### config.mk
export PLATFORM = sky130hd
export DESIGN_NAME = bba_ctrl
export DESIGN_NICKNAME = d
export VERILOG_FILES = /design/src/rtl/bba_pkg.sv /design/src/rtl/bba_ctrl.sv
export SDC_FILE = /design/constraint.sdc
export NUM_CORES = 1
export LEC_CHECK = 0
export BUFFER_PORTS_ARGS = -buffer_cell sky130_fd_sc_hd__buf_2
export CAP_MARGIN = 20
export CORE_AREA = 3 3 40 42
export CTS_BUF_LIST = sky130_fd_sc_hd__clkbuf_8
export CTS_CLUSTER_SIZE = 16
export DETAILED_ROUTE_END_ITERATION = 10
export DIE_AREA = 0 0 43 45
export PLACE_DENSITY = 0.44
export SYNTH_ARGS = -nofsm -noshare
export SYNTH_HDL_FRONTEND = slang
export SYNTH_SLANG_ARGS = --single-unit
### constraint.sdc
create_clock -name clk -period 1.75 [get_ports clk]
set_input_delay 0.35 -clock clk [delete_from_list [all_inputs] [get_ports clk]]
set_output_delay 0.35 -clock clk [all_outputs]
set_load 0.05 [all_outputs]
### src/rtl/bba_pkg.sv
`default_nettype none
// Shared package of the block bitmap allocator: request and status codes,
// controller state encoding and the command/status bundles between modules.
// No dependencies.
package bba_pkg;

  // Field widths of the request, result and register interfaces.
  localparam int ACTION_W = 2;
  localparam int INDEX_W  = 12;
  localparam int STATUS_W = 2;
  localparam int COUNT_W  = 13;
  localparam int DATA_W   = 32;
  localparam int PADDR_W  = 3;

  // Request codes.
  localparam logic [ACTION_W-1:0] ACT_MARK  = 2'd0;
  localparam logic [ACTION_W-1:0] ACT_ALLOC = 2'd1;
  localparam logic [ACTION_W-1:0] ACT_TEST  = 2'd2;

  // Result status codes.
  localparam logic [STATUS_W-1:0] STS_OK    = 2'd0;
  localparam logic [STATUS_W-1:0] STS_DUP   = 2'd1;
  localparam logic [STATUS_W-1:0] STS_FULL  = 2'd2;
  localparam logic [STATUS_W-1:0] STS_RANGE = 2'd3;

  // Register select (word address bit) and reset value of the block count.
  localparam logic                REG_BLOCK_COUNT = 1'b0;
  localparam logic [COUNT_W-1:0]  BLOCK_COUNT_RST = 13'd4096;

  // Controller states.
  typedef enum logic [2:0] {
    S_CLEAR,
    S_IDLE,
    S_LOOKUP,
    S_RESOLVE,
    S_SCAN_FIRST,
    S_SCAN
  } state_t;

  // Commands from the controller to the datapath.
  typedef struct packed {
    logic clr_wr;     // write a zero word at the pointer and advance it
    logic latch;      // capture the request and rewind the pointer
    logic look_rd;    // read the word that holds the requested block
    logic resolve;    // finish a mark, test or reserved request
    logic scan_rd;    // read the word at the pointer and advance it
    logic scan_eval;  // search the word read in the previous cycle
  } cmd_t;

  // Status from the datapath to the controller.
  typedef struct packed {
    logic clr_last;   // pointer is on the last map word
    logic scan_hit;   // searched word holds a free block below the limit
    logic scan_end;   // searched word is the last one below the limit
  } sts_t;

endpackage
`default_nettype wire

### src/rtl/bba_ctrl.sv
`default_nettype none
// Controller of the block bitmap allocator: sequences the clearing pass,
// single-bit requests and the first-fit scan. Depends on bba_pkg.
module bba_ctrl (
  input  wire logic                          clk,
  input  wire logic                          rst,
  input  wire logic                          start,
  input  wire logic [bba_pkg::ACTION_W-1:0]  action,
  input  wire bba_pkg::sts_t                 sts,
  output bba_pkg::cmd_t                      cmd,
  output logic                               busy
);

  bba_pkg::state_t state;
  bba_pkg::state_t state_next;

  // State register; reset starts the clearing pass over the map.
  always_ff @(posedge clk) begin
    if (rst) begin
      state <= bba_pkg::S_CLEAR;
    end else begin
      state <= state_next;
    end
  end

  // Next state and commands.
  always_comb begin
    state_next = state;
    cmd        = '0;
    busy       = 1'b1;
    case (state)
      bba_pkg::S_CLEAR: begin
        cmd.clr_wr = 1'b1;
        if (sts.clr_last) begin
          state_next = bba_pkg::S_IDLE;
        end
      end
      bba_pkg::S_IDLE: begin
        busy = 1'b0;
        if (start) begin
          cmd.latch = 1'b1;
          if (action == bba_pkg::ACT_ALLOC) begin
            state_next = bba_pkg::S_SCAN_FIRST;
          end else begin
            state_next = bba_pkg::S_LOOKUP;
          end
        end
      end
      bba_pkg::S_LOOKUP: begin
        cmd.look_rd = 1'b1;
        state_next  = bba_pkg::S_RESOLVE;
      end
      bba_pkg::S_RESOLVE: begin
        cmd.resolve = 1'b1;
        state_next  = bba_pkg::S_IDLE;
      end
      bba_pkg::S_SCAN_FIRST: begin
        cmd.scan_rd = 1'b1;
        state_next  = bba_pkg::S_SCAN;
      end
      bba_pkg::S_SCAN: begin
        // Read the next word while searching the one already fetched.
        cmd.scan_rd   = 1'b1;
        cmd.scan_eval = 1'b1;
        if (sts.scan_hit || sts.scan_end) begin
          state_next = bba_pkg::S_IDLE;
        end
      end
      default: begin
        state_next = bba_pkg::S_IDLE;
      end
    endcase
  end

endmodule
`default_nettype wire

==> qor.yml <==
run_status:
  status: "finished clean"
yosys:
  syn-cell-area_um2: 188
  synth_nets: 29
  synth_top_area_frac: 0.320
  synth_area_leaders: "dfxtp_1 (32%), and4bb_4 (8.7%), nor3b_1 (8.0%)"
  synth-seq-cells: 3
  yosysSeqAreaShare: 0.320
  syn_area_per_cell_um2: 8.94
  syn_inst: 21
  yosysTopAreaCell: "dfxtp_1"
  yosys_warnings: 0
  ys_types: 17
worst_hold_path:
  hold_path.class: "in2reg"
  hold_start: "rst"
clock_tree:
  clk_pin_slew_ns: 0.03
  htree_levels: 1
  post-cts-setup-buffer-count: 0
  cts_tree: "built"
  cts_resized: 0
  clk_path_buf_depth: 2
  numCtsBuffers: 3
  clk_latency_ns: 0.21
  cts_sinks: 3
  hold_buffers: 0
  root_buffer: "clkbuf_8"
timing:
  finClkSkew_ns: 0.00229
  hold_viol: 0
  slew_headroom: 0.803
  fin_crit_sh: 0.926
  tns_ns: 0
  setup_violations: 0
  worstMarginPinSlew_ns: 0.294
  rsz0062_at_grt: "false"
  fmax_mhz: 617
  fin_ws_ns: 0.129
  slew_violations: 0
  final.min_clock_period_ns: 1.62
pwr:
  p_leak_nw: 0.162
  pwr-share-comb: 0.221
  power.density_nw_per_um2: 1070
  switching_power_uw: 103
  p_int_uw: 248
  p_seq_frac: 0.237
  p_sw_frac: 0.293
  p_clk_frac: 0.542
  ir_drop_mv: 0.717
  power_uw: 350
global_routing:
  antenna_found_initial: 0
  grt.total_usage: 0.0682
  grt_pass1_vias: 197
  grt_max_degree: 10
  grt_pass1_wl_um: 903
  overflow: 0
finish:
  fill_cells: 134
  top_regs: "state x3"
  regMostFlops: "state"
  syn_to_final_growth_pct: 74.0
  diodes: 0
  nets: 47
  drive_gt1_frac: 0.579
  largest_reg_flops: 3
place:
  post-place-ws_ns: 0.343
  place.detailed.hpwl_um: 415
  portBuffers: 14
  gp_congestion: 0.676
setup_path:
  cp.arrival_ns: 1.27
  end_kind: "primary output"
  crit_type: "reg2out"
  worstPathRequired_ns: 1.40
  path_max_fanout: 9
  crit_path_start_kind: "flop"
  worstSetupStartpoint: "state[0]"
  r2r-start: "state[2]"
detailed_routing:
  drc: 0
  wl_per_cell_um: 9.58
  routed_wirelength_um: 508
  ant_nets: 0
  drt_iter0_markers: 4
  drt-pass1-iter-count: 4
  vias_per_cell: 4.11
  vias: 218
floorplan:
  placementRows: 13
  die_y_um: 45
  io_pins: 15
  initial_utilization: 0.146
  coreArea_um2: 1280
  die_w_um: 43
  die_area_um2: 1940
run:
  maxCapViolCount: 0
## cells in the mapped netlist
cell      n
dfxtp_1   3
nor3_1    2
nor3b_1   2
a31o_1    1
a32o_1    1
and2_1    1
and2b_2   1
and3b_2   1
and4bb_4  1
clkbuf_2  1
inv_1     1
nand2_1   1
nand2b_1  1
nor2_1    1
nor4_1    1
nor4b_1   1
o21ai_0   1
## cells by family (layout without fill, tap and decap cells)
| family | Yosys count | after routing | share of synthesized area |
|---|---|---|---|
| flip-flops | 3 | 3 | 0.320 |
| AO/OA/AOI/OAI | 3 | 3 | 0.127 |
| AND/OR/NAND/NOR | 13 | 13 | 0.507 |
| buffers and inverters | 2 | 19 | 0.0466 |
## path summary, 6_finish.rpt
kind	to	slack [ns]	cells past startpoint
max reg2reg	state[2]	0.69	2
min reg2reg	state[0]	0.69	2
max	cmd[4]	0.13	2
min	state[0]	0.36	2
## worst max-delay path: stages, from the launching register on
cell      delay, ns
dfxtp_1        0.48
and4bb_4       0.31
buf_2          0.27
## layer usage
metal / global-route usage / vias to the layer above / wire length, µm
li1: - / 111 / -
met1: 0.0865 / 92 / 279
met2: 0.0808 / 15 / 148
met3: 0.0637 / 0 / 80
met4: 0.0181 / 0 / 0
met5: 0 / - / 0
## placed cells by master (no fill, tap or decap), types with 2 or more instances in the layout
master and instances:
dfxtp_1 3, buf_2 14, clkbuf_8 3, inv_1 2
## metrics by stage
stage	hold WS, ns	instances	cell area (µm²)	utilization
2_1_floorplan	0.429	21	198	-
3_3_place_gp	0.579	49	282	0.219
3_5_place_dp	0.575	49	282	0.219
4_1_cts	0.353	53	327	0.254
5_1_grt	0.374	53	327	0.254
6_report	0.357	53	327	0.254
## power by group through the flow
| stage | clock network (mW) | logic [mW] | registers [mW] |
|---|---|---|---|
| 6_report | 0.190 | 0.0775 | 0.0829 |
| 5_1_grt | 0.204 | 0.0834 | 0.0852 |
| 4_1_cts | 0.196 | 0.0780 | 0.0832 |
| 3_5_place_dp | 0 | 0.0779 | 0.0841 |
| 3_3_place_gp | 0 | 0.0785 | 0.0840 |
| 2_1_floorplan | 0 | 0.0631 | 0.0775 |
## area by class of cell
| type | count | area, µm² | area share |
|---|---|---|---|
| sequential | 3 | 60.1 | 0.184 |
| multi-input combinational | 16 | 129 | 0.395 |
| inverter | 1 | 3.75 | 0.0115 |
| clock buffer | 3 | 41.3 | 0.126 |
| tap | 15 | 18.8 | 0.0575 |
| clock inverter | 1 | 3.75 | 0.0115 |
| timing repair buffer | 14 | 70.1 | 0.215 |
(Power assumes the default switching activity.)
